**src/rtl/core/gsbc_pkg.sv**
```systemverilog
package gsbc_pkg;

    // window geometry and sample format
    localparam int WINDOW_DEPTH = 50;
    localparam int SAMPLE_WIDTH = 16;

    // fixed field widths
    localparam int IN_W        = 16;
    localparam int OFFSET_W    = 20;
    localparam int COUNT_W     = 16;
    localparam int TEMP_W      = 16;
    localparam int SPREAD_CFG_W = 16;
    localparam int MEAN_CFG_W  = 15;
    localparam int LIMIT_CFG_W = 16;
    localparam int CFG_DATA_W  = 16;
    localparam int CFG_INDEX_W = 8;

    // derived widths
    localparam int SLOT_W   = $clog2(WINDOW_DEPTH);
    localparam int DEPTH_W  = $clog2(WINDOW_DEPTH + 1);
    localparam int MAG_W    = SAMPLE_WIDTH - 1 + DEPTH_W;
    localparam int SUM_W    = MAG_W + 1;
    localparam int DIFF_W   = SAMPLE_WIDTH + 1;
    localparam int SQR_W    = 2 * (SAMPLE_WIDTH - 1) + 1;
    localparam int QSUM_W   = 2 * (SAMPLE_WIDTH - 1) + DEPTH_W;
    localparam int NQ_W     = QSUM_W + DEPTH_W;
    localparam int PROD_W   = 2 * MAG_W;
    localparam int SPREAD_W = NQ_W + 2;
    localparam int ABSM_W   = MAG_W + 2;
    localparam int SPREAD_LIM_W = SPREAD_CFG_W + 2 * DEPTH_W;
    localparam int MEAN_LIM_W   = MEAN_CFG_W + DEPTH_W;
    localparam int SCMP_W = (SPREAD_W > SPREAD_LIM_W) ? SPREAD_W : SPREAD_LIM_W;
    localparam int MCMP_W = (ABSM_W > MEAN_LIM_W) ? ABSM_W : MEAN_LIM_W;

    // rounded mean by reciprocal multiply: quo = (16*|s| + N/2) / N, exact for NUM_W bits
    localparam int NUM_W     = MAG_W + 5;
    localparam int DIV_SHIFT = NUM_W + SLOT_W;
    localparam int RECIP_W   = NUM_W + 2;
    localparam int QUO_W     = SAMPLE_WIDTH + 4;
    localparam logic [RECIP_W-1:0] RECIP = RECIP_W'(((64'd1 << DIV_SHIFT)
        + 64'(WINDOW_DEPTH) - 64'd1) / 64'(WINDOW_DEPTH));
    localparam logic [NUM_W-1:0] HALF_N = NUM_W'(WINDOW_DEPTH / 2);

    // offset saturation
    localparam int SAT_W = ((QUO_W > OFFSET_W) ? QUO_W : OFFSET_W) + 1;
    localparam longint unsigned OFF_NEG_MAX = 64'd1 << (OFFSET_W - 1);
    localparam longint unsigned OFF_POS_MAX = OFF_NEG_MAX - 64'd1;

    // reset values of the configuration registers
    localparam logic signed [TEMP_W-1:0]  TEMP_THR_RST    = TEMP_W'(8192);
    localparam logic [SPREAD_LIM_W-1:0]   SPREAD_LIM_RST  =
        SPREAD_LIM_W'(17 * WINDOW_DEPTH * WINDOW_DEPTH);
    localparam logic [MEAN_LIM_W-1:0]     MEAN_LIM_RST    = MEAN_LIM_W'(98 * WINDOW_DEPTH);
    localparam logic [LIMIT_CFG_W-1:0]    STILL_LIMIT_RST = LIMIT_CFG_W'(200);
    localparam logic [COUNT_W-1:0]        COUNT_MAX       = '1;

    // result queue, deep enough for every item in flight
    localparam int OUTQ_DEPTH = 16;
    localparam int OUTQ_PTR_W = $clog2(OUTQ_DEPTH);
    localparam int CREDIT_W   = OUTQ_PTR_W + 1;

    // configuration register indexes
    typedef enum logic [CFG_INDEX_W-1:0] {
        CFG_TEMP_THR    = 8'd0,
        CFG_SPREAD_THR  = 8'd1,
        CFG_MEAN_THR    = 8'd2,
        CFG_STILL_LIMIT = 8'd3
    } t_cfg_reg;

    typedef struct packed {
        logic [SPREAD_LIM_W-1:0] spread_lim;
        logic [MEAN_LIM_W-1:0]   mean_lim;
    } t_limits;

    typedef struct packed {
        logic                       valid;
        logic                       hot;
        logic [2:0][SUM_W-1:0]      sum;
        logic [2:0][QSUM_W-1:0]     sq;
    } t_window_stat;

    typedef struct packed {
        logic                   valid;
        logic                   hot;
        logic                   still;
        logic [2:0]             neg;
        logic [2:0][QUO_W-1:0]  quo;
    } t_verdict;

    typedef struct packed {
        logic                       still_flag;
        logic                       calibrated;
        logic [2:0][OFFSET_W-1:0]   offset;
        logic [COUNT_W-1:0]         still_count;
    } t_result;

    // clamp a rounded mean magnitude and apply its sign
    function automatic logic [OFFSET_W-1:0] sat_offset(input logic [QUO_W-1:0] quo,
                                                      input logic neg);
        logic [SAT_W-1:0] mag;
        logic [SAT_W-1:0] lim;
        mag = SAT_W'(quo);
        lim = neg ? SAT_W'(OFF_NEG_MAX) : SAT_W'(OFF_POS_MAX);
        if (mag > lim) begin
            mag = lim;
        end
        return neg ? OFFSET_W'(~mag + SAT_W'(1)) : OFFSET_W'(mag);
    endfunction

endpackage

```
**src/rtl/core/gsbc_outq.sv**
```systemverilog
module gsbc_outq
    import gsbc_pkg::*;
(
    input  logic        i_clk,
    input  logic        i_rst_n,
    input  logic        i_push,
    input  t_result     i_data,
    input  logic        i_pop,
    output logic        o_valid,
    output t_result     o_data
);

    t_result                r_mem [OUTQ_DEPTH];
    logic [OUTQ_PTR_W-1:0]  r_wr_ptr;
    logic [OUTQ_PTR_W-1:0]  r_rd_ptr;
    logic [CREDIT_W-1:0]    r_level;
    logic                   pop_ok;

    assign pop_ok = i_pop && (r_level != '0);

    // pointers and fill level
    always_ff @(posedge i_clk) begin
        if (!i_rst_n) begin
            r_wr_ptr <= '0;
            r_rd_ptr <= '0;
            r_level  <= '0;
        end else begin
            if (i_push) begin
                r_wr_ptr <= r_wr_ptr + OUTQ_PTR_W'(1);
            end
            if (pop_ok) begin
                r_rd_ptr <= r_rd_ptr + OUTQ_PTR_W'(1);
            end
            r_level <= r_level + CREDIT_W'(i_push) - CREDIT_W'(pop_ok);
        end
    end

    // result storage
    always_ff @(posedge i_clk) begin
        if (i_push) begin
            r_mem[r_wr_ptr] <= i_data;
        end
    end

    assign o_valid = (r_level != '0);
    assign o_data  = r_mem[r_rd_ptr];

endmodule

```
**config.mk**
```make
export PLATFORM = sky130hd
export DESIGN_NAME = gsbc_outq
export DESIGN_NICKNAME = d
export VERILOG_FILES = /design/src/rtl/core/gsbc_pkg.sv /design/src/rtl/core/gsbc_outq.sv
export SDC_FILE = /design/constraint.sdc
export NUM_CORES = 1
export LEC_CHECK = 0
export BUFFER_PORTS_ARGS = -buffer_cell sky130_fd_sc_hd__buf_2
export CAP_MARGIN = 20
export CORE_ASPECT_RATIO = 0.75
export CORE_MARGIN = 5
export CORE_UTILIZATION = 55
export CTS_BUF_LIST = sky130_fd_sc_hd__clkbuf_4
export CTS_CLUSTER_DIAMETER = 60
export DETAILED_ROUTE_END_ITERATION = 8
export PLACE_DENSITY = 0.75
export SKIP_CTS_REPAIR_TIMING = 1
export SLEW_MARGIN = 20
export SYNTH_ARGS = -nofsm -noshare
export SYNTH_HDL_FRONTEND = slang
export SYNTH_SLANG_ARGS = --single-unit
```
**constraint.sdc**
```tcl
create_clock -name i_clk -period 3.7 [get_ports i_clk]
set_input_delay 0.185 -clock i_clk [delete_from_list [all_inputs] [get_ports i_clk]]
set_output_delay 0.185 -clock i_clk [all_outputs]
set_load 0.02 [all_outputs]
```
==> flow_metrics.env <==
export IMPL_layout_area_overhead_vs_synth_pct=16.9
export IMPL_path_class="register to output pin"
export IMPL_yosys_warnings=0
export IMPL_nets=2696
export IMPL_h_tree_depth=5
export IMPL_gp_congestion=0.755
export IMPL_p_leak_uw=0.0180
export IMPL_combPwrFrac=0.182
export IMPL_finalSetupViolCount=0
export IMPL_finalCritPeriodShare=0.959
export IMPL_syn_area_um2=47500
export IMPL_drive_above_1_share=0.366
export IMPL_clk_pin_slew_ns=0.07
export IMPL_antenna_found_initial=10
export IMPL_synth_top_area_cell="edfxtp_1"
export IMPL_skew_ns=0.0639
export IMPL_initial_core_util=0.554
export IMPL_ys_top_cells_by_count="edfxtp_1 (1,248), mux4_2 (307), a22oi_1 (156), nand2_1 (82), clkbuf_1 (41)"
export IMPL_crit_fanout=88
export IMPL_overflow=0
export IMPL_io_buffers=160
export IMPL_p_int_uw=24700
export IMPL_worstSetupStartpointType="register"
export IMPL_arrival_ns=3.36
export IMPL_synth_seq_cells=1265
export IMPL_syn_inst=2004
export IMPL_clock_latency_ns=1.11
export IMPL_drc=0
export IMPL_yosys_area_top_type_share=0.788
export IMPL_die_w_um=349
export IMPL_grt_pass1_wl_um=153000
export IMPL_cts_num_sinks=1265
export IMPL_ys_dominant_reg_cell="edfxtp_1"
export IMPL_tightestPinTransition_ns=0.943
export IMPL_ioPinCount=161
export IMPL_path_cells="buf_16 > mux4_2 > a22oi_1 > nand2_1 > buf_2"
export IMPL_routed_via_density=6.01
export IMPL_max_stage_delay_ns=0.68
export IMPL_grt_max_degree=89
export IMPL_fmax_mhz=282
export IMPL_yosysMostFrequentCell="edfxtp_1"
export IMPL_drv_cap=0
export IMPL_numCtsBuffers=309
export IMPL_switchingPower_uw=8210
export IMPL_seq_area_frac_synth=0.796
export IMPL_cts_tree="yes"
export IMPL_worstHoldPathType="primary input to register"
export IMPL_p_seq_frac=0.487
export IMPL_wl_per_cell_um=26.6
export IMPL_final_cells=3938
export IMPL_track_usage=0.225
export IMPL_crit_family="flip-flops"
export IMPL_clockBufferDepth=4
export IMPL_root_buffer="clkbuf_4"
export IMPL_relSlewSlack=0.371
export IMPL_vdd_drop_max_mv=0.394
export IMPL_avgSynthCellArea_um2=23.7
export IMPL_drt_initial_drc_count=2464
export IMPL_fp_dieH_um=265
export IMPL_postRouteAntennaNets=0
export IMPL_async_reset_ff_frac=0
export IMPL_wl_um=105000
export IMPL_power_uw=33000
export IMPL_rows=93
export IMPL_dieArea_um2=92500
export IMPL_crit_slowest_cell="dfxtp_4"
export IMPL_dp_hpwl_um=52600
export IMPL_synth_area_leaders="edfxtp_1 (79%), mux4_2 (15%), a22oi_1 (2.5%)"
export IMPL_first_global_vias=24700
export IMPL_synth_edf_count=1248
export IMPL_synth_distinct_cells=32
export IMPL_drt_pass1_iterations=5
export IMPL_period_needed_ns=3.55
export IMPL_vias=23700
export IMPL_grt_setup_unrepaired="false"
export IMPL_drv_slew=0
export IMPL_required_ns=3.51
export IMPL_endpoint_kind="output pin"
export IMPL_status="finished clean"
export IMPL_clockPowerShare=0.331
export IMPL_core_um2=85800
export IMPL_p_sw_frac=0.249
export IMPL_synth_nets=2098
export IMPL_power_density_nw_per_um2=593
export IMPL_worst_path_buf_inv=2
export IMPL_final_hold_viol_count=0
export IMPL_numPlacedInstances=3254
worst register-to-register path: cells and delay by family (launching register included):
family | cells | cell delay, ns
simple gates | 5 | 1.27
fa+ha+maj | 4 | 1.06
flops | 1 | 0.32
buf+inv | 3 | 0.19
compound gates | 1 | 0.16
cells by family (layout without fill, tap and decap cells):
kind of cell | Yosys count | after routing | share of synthesized area
adder cells (fa/ha/maj) | 12 | 12 | 0.00332
other | 0 | 7 | 0
XOR/XNOR | 9 | 9 | 0.00166
multiplexers | 313 | 313 | 0.148
AND/OR/NAND/NOR | 127 | 127 | 0.0123
flip-flops | 1265 | 1265 | 0.796
AO/OA/AOI/OAI | 161 | 161 | 0.0253
buffers and inverters | 117 | 904 | 0.0134
placed cells by master, fill, tap and decap left out, types with 4 or more instances in the layout:
master	Yosys	routed
mux4_1	5	5
and2_4	0	17
dfxtp_1	17	15
a22oi_1	156	156
buf_2	23	160
inv_2	0	7
xnor2_1	6	6
bufinv_16	0	4
edfxtp_1	1248	1248
and2_1	28	11
ha_1	11	11
mux4_2	307	307
inv_1	9	9
buf_12	0	32
clkinv_1	0	34
dlygate4sd3_1	0	170
diode_2	0	7
nand2_1	82	81
buf_4	10	30
clkbuf_4	0	451
clkinv_2	0	4
final timing paths:
kind                                   from     endpoint  slack [ns]  cells after the start
worst max-delay path               register   o_data[69]        0.15                      5
worst min-delay path                 i_push  r_wr_ptr[1]        0.04                      4
worst max register to register   r_level[2]   r_level[4]        0.59                     13
worst min register to register  r_wr_ptr[1]  r_wr_ptr[1]        0.61                      2
flip-flops by register name, indices dropped and copies added, names as in the netlist, named ones only:
signal	cells
r_level	5
r_wr_ptr	4
r_rd_ptr	4
r_mem	1248
power by group through the flow:
stage / Clock, µW / Combinational [µW] / Sequential, µW
6_report: 10900 / 5980 / 16100
5_1_grt: 12000 / 6460 / 16100
4_1_cts: 11200 / 5750 / 16100
3_5_place_dp: 0 / 5730 / 16500
3_3_place_gp: 0 / 5640 / 16400
2_1_floorplan: 0 / 4380 / 16300
cell type report:
cell class | instances | area [µm²]
flip-flops and latches | 1265 | 37800
fillers | 5602 | 30200
multi-input cells | 622 | 9150
repair buffers | 395 | 3420
clock buffers | 451 | 3390
well taps | 1140 | 1430
clock inverters | 49 | 294
inverters | 9 | 33.8
diodes | 7 | 17.5
through the flow:
step,instance area [µm²],worst slack (ns),utilization,TNS [ns],hold slack (ns)
6_report,55500,0.151,0.648,0,0.0374
5_1_grt,55500,0.0113,0.648,0,-0.0175
4_1_cts,53700,-0.231,0.627,-5.29,-0.724
3_5_place_dp,50100,0.581,0.584,0,0.509
3_3_place_gp,50100,0.651,0.584,0,0.499
2_1_floorplan,47500,0.674,-,0,0.284
metal layers:
metal	share of wire	global-route usage
met5	0.00037	0
met4	0.017	0.0668
met3	0.086	0.0589
met2	0.50	0.365
met1	0.39	0.308
(Power assumes the default switching activity.)
