## src/rtl/core/gsbc_pkg.sv

```systemverilog
package gsbc_pkg;

    // window geometry and sample format
    localparam int WINDOW_DEPTH = 50;
    localparam int SAMPLE_WIDTH = 16;

    // fixed field widths
    localparam int IN_W        = 16;
    localparam int OFFSET_W    = 20;
    localparam int COUNT_W     = 16;
    localparam int TEMP_W      = 16;
    localparam int SPREAD_CFG_W = 16;
    localparam int MEAN_CFG_W  = 15;
    localparam int LIMIT_CFG_W = 16;
    localparam int CFG_DATA_W  = 16;
    localparam int CFG_INDEX_W = 8;

    // derived widths
    localparam int SLOT_W   = $clog2(WINDOW_DEPTH);
    localparam int DEPTH_W  = $clog2(WINDOW_DEPTH + 1);
    localparam int MAG_W    = SAMPLE_WIDTH - 1 + DEPTH_W;
    localparam int SUM_W    = MAG_W + 1;
    localparam int DIFF_W   = SAMPLE_WIDTH + 1;
    localparam int SQR_W    = 2 * (SAMPLE_WIDTH - 1) + 1;
    localparam int QSUM_W   = 2 * (SAMPLE_WIDTH - 1) + DEPTH_W;
    localparam int NQ_W     = QSUM_W + DEPTH_W;
    localparam int PROD_W   = 2 * MAG_W;
    localparam int SPREAD_W = NQ_W + 2;
    localparam int ABSM_W   = MAG_W + 2;
    localparam int SPREAD_LIM_W = SPREAD_CFG_W + 2 * DEPTH_W;
    localparam int MEAN_LIM_W   = MEAN_CFG_W + DEPTH_W;
    localparam int SCMP_W = (SPREAD_W > SPREAD_LIM_W) ? SPREAD_W : SPREAD_LIM_W;
    localparam int MCMP_W = (ABSM_W > MEAN_LIM_W) ? ABSM_W : MEAN_LIM_W;

    // rounded mean by reciprocal multiply: quo = (16*|s| + N/2) / N, exact for NUM_W bits
    localparam int NUM_W     = MAG_W + 5;
    localparam int DIV_SHIFT = NUM_W + SLOT_W;
    localparam int RECIP_W   = NUM_W + 2;
    localparam int QUO_W     = SAMPLE_WIDTH + 4;
    localparam logic [RECIP_W-1:0] RECIP = RECIP_W'(((64'd1 << DIV_SHIFT)
        + 64'(WINDOW_DEPTH) - 64'd1) / 64'(WINDOW_DEPTH));
    localparam logic [NUM_W-1:0] HALF_N = NUM_W'(WINDOW_DEPTH / 2);

    // offset saturation
    localparam int SAT_W = ((QUO_W > OFFSET_W) ? QUO_W : OFFSET_W) + 1;
    localparam longint unsigned OFF_NEG_MAX = 64'd1 << (OFFSET_W - 1);
    localparam longint unsigned OFF_POS_MAX = OFF_NEG_MAX - 64'd1;

    // reset values of the configuration registers
    localparam logic signed [TEMP_W-1:0]  TEMP_THR_RST    = TEMP_W'(8192);
    localparam logic [SPREAD_LIM_W-1:0]   SPREAD_LIM_RST  =
        SPREAD_LIM_W'(17 * WINDOW_DEPTH * WINDOW_DEPTH);
    localparam logic [MEAN_LIM_W-1:0]     MEAN_LIM_RST    = MEAN_LIM_W'(98 * WINDOW_DEPTH);
    localparam logic [LIMIT_CFG_W-1:0]    STILL_LIMIT_RST = LIMIT_CFG_W'(200);
    localparam logic [COUNT_W-1:0]        COUNT_MAX       = '1;

    // result queue, deep enough for every item in flight
    localparam int OUTQ_DEPTH = 16;
    localparam int OUTQ_PTR_W = $clog2(OUTQ_DEPTH);
    localparam int CREDIT_W   = OUTQ_PTR_W + 1;

    // configuration register indexes
    typedef enum logic [CFG_INDEX_W-1:0] {
        CFG_TEMP_THR    = 8'd0,
        CFG_SPREAD_THR  = 8'd1,
        CFG_MEAN_THR    = 8'd2,
        CFG_STILL_LIMIT = 8'd3
    } t_cfg_reg;

    typedef struct packed {
        logic [SPREAD_LIM_W-1:0] spread_lim;
        logic [MEAN_LIM_W-1:0]   mean_lim;
    } t_limits;

    typedef struct packed {
        logic                       valid;
        logic                       hot;
        logic [2:0][SUM_W-1:0]      sum;
        logic [2:0][QSUM_W-1:0]     sq;
    } t_window_stat;

    typedef struct packed {
        logic                   valid;
        logic                   hot;
        logic                   still;
        logic [2:0]             neg;
        logic [2:0][QUO_W-1:0]  quo;
    } t_verdict;

    typedef struct packed {
        logic                       still_flag;
        logic                       calibrated;
        logic [2:0][OFFSET_W-1:0]   offset;
        logic [COUNT_W-1:0]         still_count;
    } t_result;

    // clamp a rounded mean magnitude and apply its sign
    function automatic logic [OFFSET_W-1:0] sat_offset(input logic [QUO_W-1:0] quo,
                                                      input logic neg);
        logic [SAT_W-1:0] mag;
        logic [SAT_W-1:0] lim;
        mag = SAT_W'(quo);
        lim = neg ? SAT_W'(OFF_NEG_MAX) : SAT_W'(OFF_POS_MAX);
        if (mag > lim) begin
            mag = lim;
        end
        return neg ? OFFSET_W'(~mag + SAT_W'(1)) : OFFSET_W'(mag);
    endfunction

endpackage

```

## src/rtl/core/gsbc_decide.sv

```systemverilog
module gsbc_decide
    import gsbc_pkg::*;
(
    input  logic                    i_clk,
    input  logic                    i_rst_n,
    input  t_verdict                i_verdict,
    input  logic [LIMIT_CFG_W-1:0]  i_still_limit,
    output logic                    o_push,
    output t_result                 o_result
);

    logic [COUNT_W-1:0]         r_count;
    logic                       r_done;
    logic                       r_still;
    logic [2:0][OFFSET_W-1:0]   r_bias;
    logic                       r_push;
    t_result                    r_result;

    logic [COUNT_W-1:0]         n_count;
    logic                       n_done;
    logic                       n_still;
    logic [2:0][OFFSET_W-1:0]   n_bias;

    // still counter and one-time offset latch
    always_comb begin
        n_count = r_count;
        n_done  = r_done;
        n_still = r_still;
        n_bias  = r_bias;
        if (i_verdict.valid && i_verdict.hot && !r_done) begin
            if (i_verdict.still) begin
                if (r_count != COUNT_MAX) begin
                    n_count = r_count + COUNT_W'(1);
                end
            end else begin
                n_count = '0;
            end
            if (n_count > COUNT_W'(i_still_limit)) begin
                for (int a = 0; a < 3; a++) begin
                    n_bias[a] = sat_offset(i_verdict.quo[a], i_verdict.neg[a]);
                end
                n_still = 1'b1;
                n_done  = 1'b1;
            end else begin
                n_still = 1'b0;
            end
        end
    end

    always_ff @(posedge i_clk) begin
        if (!i_rst_n) begin
            r_count <= '0;
            r_done  <= 1'b0;
            r_still <= 1'b0;
            r_bias  <= '0;
            r_push  <= 1'b0;
        end else begin
            r_count <= n_count;
            r_done  <= n_done;
            r_still <= n_still;
            r_bias  <= n_bias;
            r_push  <= i_verdict.valid;
        end
        r_result <= '{still_flag: n_still, calibrated: n_done, offset: n_bias,
                      still_count: n_count};
    end

    assign o_push   = r_push;
    assign o_result = r_result;

`ifndef SYNTHESIS
    a_done_sticky: assert property (@(posedge i_clk) disable iff (!i_rst_n)
        r_done |=> r_done)
        else $error("calibrated flag dropped");

    a_done_still: assert property (@(posedge i_clk) disable iff (!i_rst_n)
        r_done |-> r_still)
        else $error("calibrated without still flag");
`endif

endmodule

```

## config.mk

```make
export PLATFORM = sky130hd
export DESIGN_NAME = gsbc_decide
export DESIGN_NICKNAME = d
export VERILOG_FILES = /design/src/rtl/core/gsbc_pkg.sv /design/src/rtl/core/gsbc_decide.sv
export SDC_FILE = /design/constraint.sdc
export NUM_CORES = 1
export LEC_CHECK = 0
export BUFFER_PORTS_ARGS = -buffer_cell sky130_fd_sc_hd__clkbuf_2
export CORE_MARGIN = 2
export CORE_UTILIZATION = 40
export CTS_CLUSTER_DIAMETER = 30
export DETAILED_ROUTE_END_ITERATION = 10
export GPL_TIMING_DRIVEN = 0
export PLACE_DENSITY_LB_ADDON = 0.08
export SYNTH_ARGS = -nofsm -noshare
export SYNTH_HDL_FRONTEND = slang
export SYNTH_SLANG_ARGS = --single-unit
```

## constraint.sdc

```tcl
create_clock -name i_clk -period 6.22 [get_ports i_clk]
set_input_delay 1.866 -clock i_clk [delete_from_list [all_inputs] [get_ports i_clk]]
set_output_delay 1.866 -clock i_clk [all_outputs]
set_load 0.01 [all_outputs]
```

==> metrics.yaml, run 1 <==
run_status:
  status: "complete, no violations"
placed_design:
  gp_congestion: 0.9001
  portBuffers: 161
  place_worst_setup_slack_ns: -1.402
  hpwl_um: 23660
layout:
  nFillCells: 2457
  diodes: 0
  fin_nets: 1499
  drive_gt1_share_pct: 21.96
  area_growth_syn_to_layout_pct: 19.63
timing:
  hold_viol: 0
  whs_ns: 0.4470
  drv_slew: 0
  setup_viol: 0
  period_minus_slack_ns: 5.944
  slew_headroom_pct: 29.41
  finClkSkew_ns: 0.01011
  fin_ws_ns: 0.2757
  rsz0062_at_grt: "true"
  fin_crit_sh_pct: 95.57
  tightestPinTransition_ns: 1.050
  fmax_ghz: 0.1682
floorplanning:
  ios: 163
  std_cell_rows: 57
  die_width_um: 159.9
  initial_core_util_pct: 40.35
  coreArea_um2: 24110
  die_h_um: 159.9
  dieArea_um2: 25580
setup_path:
  ff2ff_path_depth: 15
  cp-start-kind: "input pin"
  crit_chain: "clkbuf_4 -> clkinvlp_4 -> clkbuf_2 -> ha_1 -> nand4_2 -> nor3_1 -> a221oi_2 -> nand3_1 -> nand2_2 -> mux2i_1 -> ha_2 -> nand4_1 -> or4_1 -> a21oi_1 -> o21ba_2 -> nand4b_1 -> a21oi_1"
  critPathTopFamily: "simple AND/OR/NAND/NOR gates"
  max_stage_delay_ns: 0.47
  required_ns: 6.50
  worstReg2RegEnd: "o_result[41]"
  crit_arrival_ns: 6.22
  critPathBufInv: 3
  critPathKind: "input pin to flip-flop"
  cp_slowest_cell: "or4_1"
  critical_path.most_common_cell: "a21oi_1"
  r2r-start: "r_count[3]"
  rrSetupSlack_ns: 1.74
  crit_fanout: 24
  end_kind: "flip-flop"
logic_synthesis:
  syn_nets: 1316
  ys_ff_latch: 157
  synth_edf_count: 0
  synth-main-ff-cell: "dfxtp_1"
  syn_area_um2: 9726
  synth-async-reset-ratio_pct: 0
  synth.avg_cell_area_um2: 8.442
  seq_area_frac_synth_pct: 32.32
  netlist_instances: 1152
  ys_types: 89
  synth_warnings: 0
detailed_routing:
  dr_wl_met2_um: 13860
  drtIter0Drc: 778
  viasPerCell: 5.743
  avgRoutedWirePerCell_um: 18.37
  drtAntennaViolNets: 0
  wl_met1_um: 14780
  wl_met3_um: 1520
  via_count: 9602
  postRouteWirelength_um: 30720
  route.detailed.drc: 0
  routed.top_layer: "met4"
  dr.pass1.iters: 6
power:
  vdd_drop_max_mv: 0.1488
  power.leakage_nw: 4.970
  power_density_nw_per_um2: 209.9
clock_tree:
  clockBufferDepth: 2
  cts_buffers: 17
  h-tree-depth: 4
  root_buffer: "clkbuf_16"
  clk_latency_ns: 0.42
  cts.clk_slew.worst_paths_ns: 0.07
  cts_tree: "done"
  hold_buffers: 0
  cts.sinks: 157
global_routing:
  grt_overflow: 0
  grt_pass1_wl_um: 48500
  grt_max_degree: 29
  grt_pass1_vias: 8899
  track_usage_pct: 23.73
  antenna_found_initial: 0
hold_path:
  holdPathStages: 2
  min_path_type: "flip-flop to flip-flop"
  min_from: "r_still"
  worstHoldEndpoint: "o_result[77]"
run:
  drv_cap: 0
## worst max-delay path by stage
stage	from	to	slack [ns]	cells after the start
after global placement	i_verdict[62]	o_result[72]	-1.41	19
after floorplan	i_verdict[62]	r_bias[56]	0.22	18
after detailed placement	i_verdict[62]	o_result[72]	-1.40	19
final	i_verdict[61]	r_bias[34]	0.28	17
after global routing	i_verdict[60]	o_result[26]	-0.006	17
after CTS	i_verdict[62]	o_result[72]	0.002	21
## cell usage after synthesis (6+ instances only)
master | n | area, µm²
o21a_1 | 13 | 97.59
xnor2_1 | 13 | 113.9
nor4_1 | 14 | 87.58
ha_1 | 80 | 1001
nor3_1 | 32 | 160.2
buf_2 | 14 | 70.07
a21o_1 | 9 | 67.56
nor2_1 | 75 | 281.5
nand3_1 | 45 | 225.2
a21oi_1 | 79 | 395.4
o22a_1 | 7 | 61.31
o41ai_1 | 7 | 61.31
dfxtp_1 | 157 | 3143
o21ai_0 | 69 | 345.3
nand4_1 | 23 | 143.9
or3_1 | 10 | 62.56
and2_1 | 26 | 162.7
o2bb2ai_1 | 14 | 122.6
a211oi_1 | 17 | 127.6
mux2i_1 | 9 | 90.09
a22o_1 | 7 | 61.31
nor2b_1 | 7 | 43.79
inv_1 | 38 | 142.6
xor2_1 | 11 | 96.34
o211a_1 | 7 | 70.07
and4_1 | 6 | 52.55
o211ai_1 | 13 | 97.59
o31ai_1 | 26 | 195.2
a31o_2 | 9 | 78.83
mux2_2 | 17 | 191.4
a31oi_1 | 14 | 87.58
nor4_2 | 6 | 75.07
or4_1 | 6 | 45.04
nand2_1 | 110 | 412.9
clkbuf_1 | 37 | 138.9
nand2b_1 | 10 | 62.56
and3_1 | 10 | 62.56
## report_power, final
group	switching (mW)	internal [mW]
registers	0.000899	1.01
clock network	0.454	0.569
logic	0.266	0.147
## worst min-delay path, stage by stage (launching register included)
cell     delay, ns
dfxtp_1       0.31
nand2_1       0.05
nand2_1       0.06
## cells in the final DEF, fill, tap and decap left out, drive strengths merged, types with 8 or more instances in the layout
master / instances
nand3: 46
nor4: 22
a21oi: 82
and2: 26
o2bb2ai: 15
o31ai: 26
buf: 30
xnor2: 13
inv: 45
clkbuf: 210
nand2: 112
a31o: 9
and3: 10
a211oi: 18
a21o: 11
dfxtp: 157
o211ai: 13
a31oi: 14
or3: 11
nand4: 27
mux2i: 9
o41ai: 10
nand2b: 10
nor2: 75
xor2: 11
o21a: 14
ha: 80
or4: 8
mux2: 17
o21ai: 75
nor3: 34
## layout make-up
| class | instances | area (µm²) | area share [%] |
|---|---|---|---|
| multi-input cells | 898 | 6242 | 53.65 |
| plain buffers | 54 | 237.7 | 2.043 |
| well taps | 324 | 405.4 | 3.484 |
| clock buffers | 18 | 429.2 | 3.689 |
| inverters | 39 | 153.9 | 1.323 |
| flip-flops and latches | 157 | 3143 | 27.01 |
| clock inverters | 14 | 150.1 | 1.290 |
| repair buffers | 168 | 873.3 | 7.506 |
## sequential cells by signal, indices dropped and copies added (netlist names)
signal,flops
o_result,78
r_done,1
o_push,1
r_still,1
r_count,16
r_bias,60
## layer usage
metal,vias up,global-route usage (%)
met4,0,6.388
met2,315,37.25
met5,-,0
met3,35,3.610
li1,4736,-
met1,4516,33.97
## cells by family after synthesis
group / after synthesis / synth area share, %
flops: 157 / 32.32
buf+inv: 97 / 4.001
compound gates: 364 / 26.32
simple gates: 404 / 22.01
fa+ha+maj: 80 / 10.29
xor+xnor: 24 / 2.161
mux: 26 / 2.895
## stage by stage
stage | cells | utilization, % | TNS, ns | power (mW) | cell area, µm²
finish | 1672 | 48.27 | 0 | 2.443 | 11630
global route | 1672 | 48.27 | -0.005561 | 2.550 | 11630
CTS | 1669 | 48.06 | 0 | 2.452 | 11590
detailed placement | 1637 | 45.37 | -42.38 | 1.427 | 10940
global placement | 1637 | 45.37 | -45.23 | 1.423 | 10940
floorplan | 1152 | - | 0 | 1.283 | 9726
## what timing repair did
item,4_1_cts,5_1_grt
pin swaps,5,7
buffers inserted,3,4
gates resized for setup,18,9
endpoints found under the setup margin,46,34
Power figures use the tool's default switching activity.
==> inputs of run 2 (changes only) <==
--- a/config.mk
+++ b/config.mk
@@ -12,6 +12,7 @@
 export DETAILED_ROUTE_END_ITERATION = 10
 export GPL_TIMING_DRIVEN = 0
 export PLACE_DENSITY_LB_ADDON = 0.08
+export REMOVE_ABC_BUFFERS = 1
 export SYNTH_ARGS = -nofsm -noshare
 export SYNTH_HDL_FRONTEND = slang
 export SYNTH_SLANG_ARGS = --single-unit
==> run 2 against run 1 <==
Hold slack worse by 0.0085 ns. Routed wire length decreased by 7.0%. Cell area is 0.71% lower. Die area did not move. Global-route usage down 1.9 points. Register-to-register slack lost 0.66 ns. Worst setup slack lost 0.085 ns. Total power up 1.1%. Utilization is 0.34 points lower. Cell count fell by 2.8%. Sequential cell count did not move. Clock power grew 4%. Critical path type unchanged. Critical endpoint is now r_bias[52]. Highest routed layer unchanged.
==> metrics.yaml, run 2 (same netlist as run 1, synthesis figures left out) <==
timing:
  tightestPinTransition_ns: 1.248
  fmax_ghz: 0.1659
  fin_ws_ns: 0.1910
  slew_headroom_pct: 16.77
  finClkSkew_ns: 0.009793
  hold_viol: 0
  setup_viol: 0
  fin_crit_sh_pct: 96.93
  period_minus_slack_ns: 6.029
  drv_slew: 0
  setup-tns-final_ns: 0
layout:
  nFillCells: 2445
  final_design_area_no_fill_um2: 11550
  multi_input_area_um2: 6271
  regArea_um2: 3143
  fin_nets: 1453
  layout_commonest_cell: "clkbuf_2"
  diodes: 0
  largest_register_ffs: 78
  drive_gt1_share_pct: 22.58
  layout_common_cells: "159 x clkbuf_2, 157 x dfxtp_1, 109 x nand2_1"
  stdcell_count: 1626
  area_growth_syn_to_layout_pct: 18.78
setup_path:
  crit_arrival_ns: 6.39
  worstReg2RegEnd: "r_bias[8]"
  crit_chain: "clkbuf_16 -> clkinvlp_4 -> ha_1 -> nand4_2 -> nor4_4 -> and4_4 -> a21o_2 -> nand2_2 -> o21ai_2 -> ha_2 -> or4b_4 -> o41ai_4 -> buf_4 -> nand2_1 -> o21ai_0 -> o31ai_1 -> o41ai_2 -> and2_1"
  cp.depth: 18
  r2r-start: "r_count[3]"
  cp-start-kind: "input pin"
  critPathKind: "input pin to flip-flop"
  rrSetupSlack_ns: 1.08
  critPathTopFamily: "simple AND/OR/NAND/NOR gates"
  ff2ff_path_depth: 15
  crit_fanout: 54
  end_kind: "flip-flop"
  endpoint: "r_bias[52]"
  required_ns: 6.58
  critPathBufInv: 3
  cp_slowest_cell: "or4b_4"
  critPathLaunch: "i_verdict[62]"
  max_stage_delay_ns: 0.50
run_status:
  status: "complete, no violations"
placed_design:
  placedInstanceArea_um2: 10780
  dp_cells: 1584
  place_worst_setup_slack_ns: -1.873
  hpwl_um: 19950
  gp_congestion: 0.8736
  portBuffers: 162
power:
  power_mw: 2.470
  vdd_drop_max_mv: 0.1297
  power.leakage_nw: 4.897
  power_density_nw_per_um2: 213.8
detailed_routing:
  drtAntennaViolNets: 0
  routed.top_layer: "met4"
  drtIter0Drc: 557
  avgRoutedWirePerCell_um: 17.57
  viasPerCell: 5.712
  postRouteWirelength_um: 28570
  dr_wl_met2_um: 13170
  via_count: 9287
  wl_met3_um: 1473
  wl_met1_um: 13580
  dr.pass1.iters: 5
  route.detailed.drc: 0
global_routing:
  antenna_found_initial: 0
  grt_pass1_vias: 8686
  grt_overflow: 0
  grt_max_degree: 55
  track_usage_pct: 21.87
  grt_pass1_wl_um: 45440
hold_path:
  min_from: "r_bias[21]"
  min_path_type: "flip-flop to flip-flop"
clock_tree:
  cts.clk_slew.worst_paths_ns: 0.07
  h-tree-depth: 4
  clockBufferDepth: 2
  cts_tree: "done"
  root_buffer: "clkbuf_16"
  cts_buffers: 17
  cts.sinks: 157
  clk_latency_ns: 0.43
floorplanning:
  die_width_um: 159.9
  coreArea_um2: 24110
  dieArea_um2: 25580
  die_h_um: 159.9
  initial_core_util_pct: 40.35
  ios: 163
  std_cell_rows: 57
run:
  drv_cap: 0
[run 2: cell count changes in the layout (fill, tap and decap cells not counted), sizes merged]
cell / previous run / this run
inv: 45 / 43
clkinv: 3 / 4
clkbuf: 210 / 180
nor2: 75 / 76
buf: 30 / 12
clkinvlp: 4 / 6
[run 2: power by group]
group	switching, mW	internal (mW)	total [mW]
clock network	0.467	0.592	1.06
registers	0.000946	1.01	1.01
logic	0.260	0.145	0.404
[run 2: final cells by class]
cell class / instances / share of cell area (%)
multi-input cells: 899 / 54.28
flip-flops and latches: 157 / 27.21
repair buffers: 173 / 8.351
clock buffers: 19 / 3.921
well taps: 324 / 3.509
inverters: 39 / 1.365
clock inverters: 13 / 1.278
repair inverters: 2 / 0.08665
[run 2: tightest hold or removal path, stage by stage (launching register included)]
cell	delay, ns
dfxtp_1	0.31
nand2_1	0.06
nand2_1	0.05
[run 2: how the worst min path moves through the flow]
stage,cells past startpoint,slack [ns],end
after global routing,2,0.47,r_bias[57]
after CTS,2,0.44,o_result[37]
final,2,0.44,o_result[37]
after floorplan,2,0.41,o_result[17]
after detailed placement,2,0.43,o_result[50]
after global placement,2,0.42,o_result[37]
[run 2: stage by stage]
stage | hold WS, ns | utilization (%)
2_1_floorplan | 0.4104 | -
3_3_place_gp | 0.4203 | 44.38
3_5_place_dp | 0.4324 | 44.74
4_1_cts | 0.4434 | 47.61
5_1_grt | 0.4723 | 47.92
6_report | 0.4385 | 47.92
[run 2: what timing repair did]
item | CTS | global route
gates cloned | 2 | 1
resized for setup | 15 | 10
pin swaps | 1 | 1
buffers inserted | 3 | 4
hold buffers | 0 | 0
endpoints found under the setup margin | 56 | 28
[run 2: routing by layer]
| metal | global-route usage [%] | vias to the layer above |
|---|---|---|
| li1 | - | 4635 |
| met1 | 29.63 | 4375 |
| met2 | 35.50 | 254 |
| met3 | 4.286 | 23 |
| met4 | 6.183 | 0 |
| met5 | 0 | - |
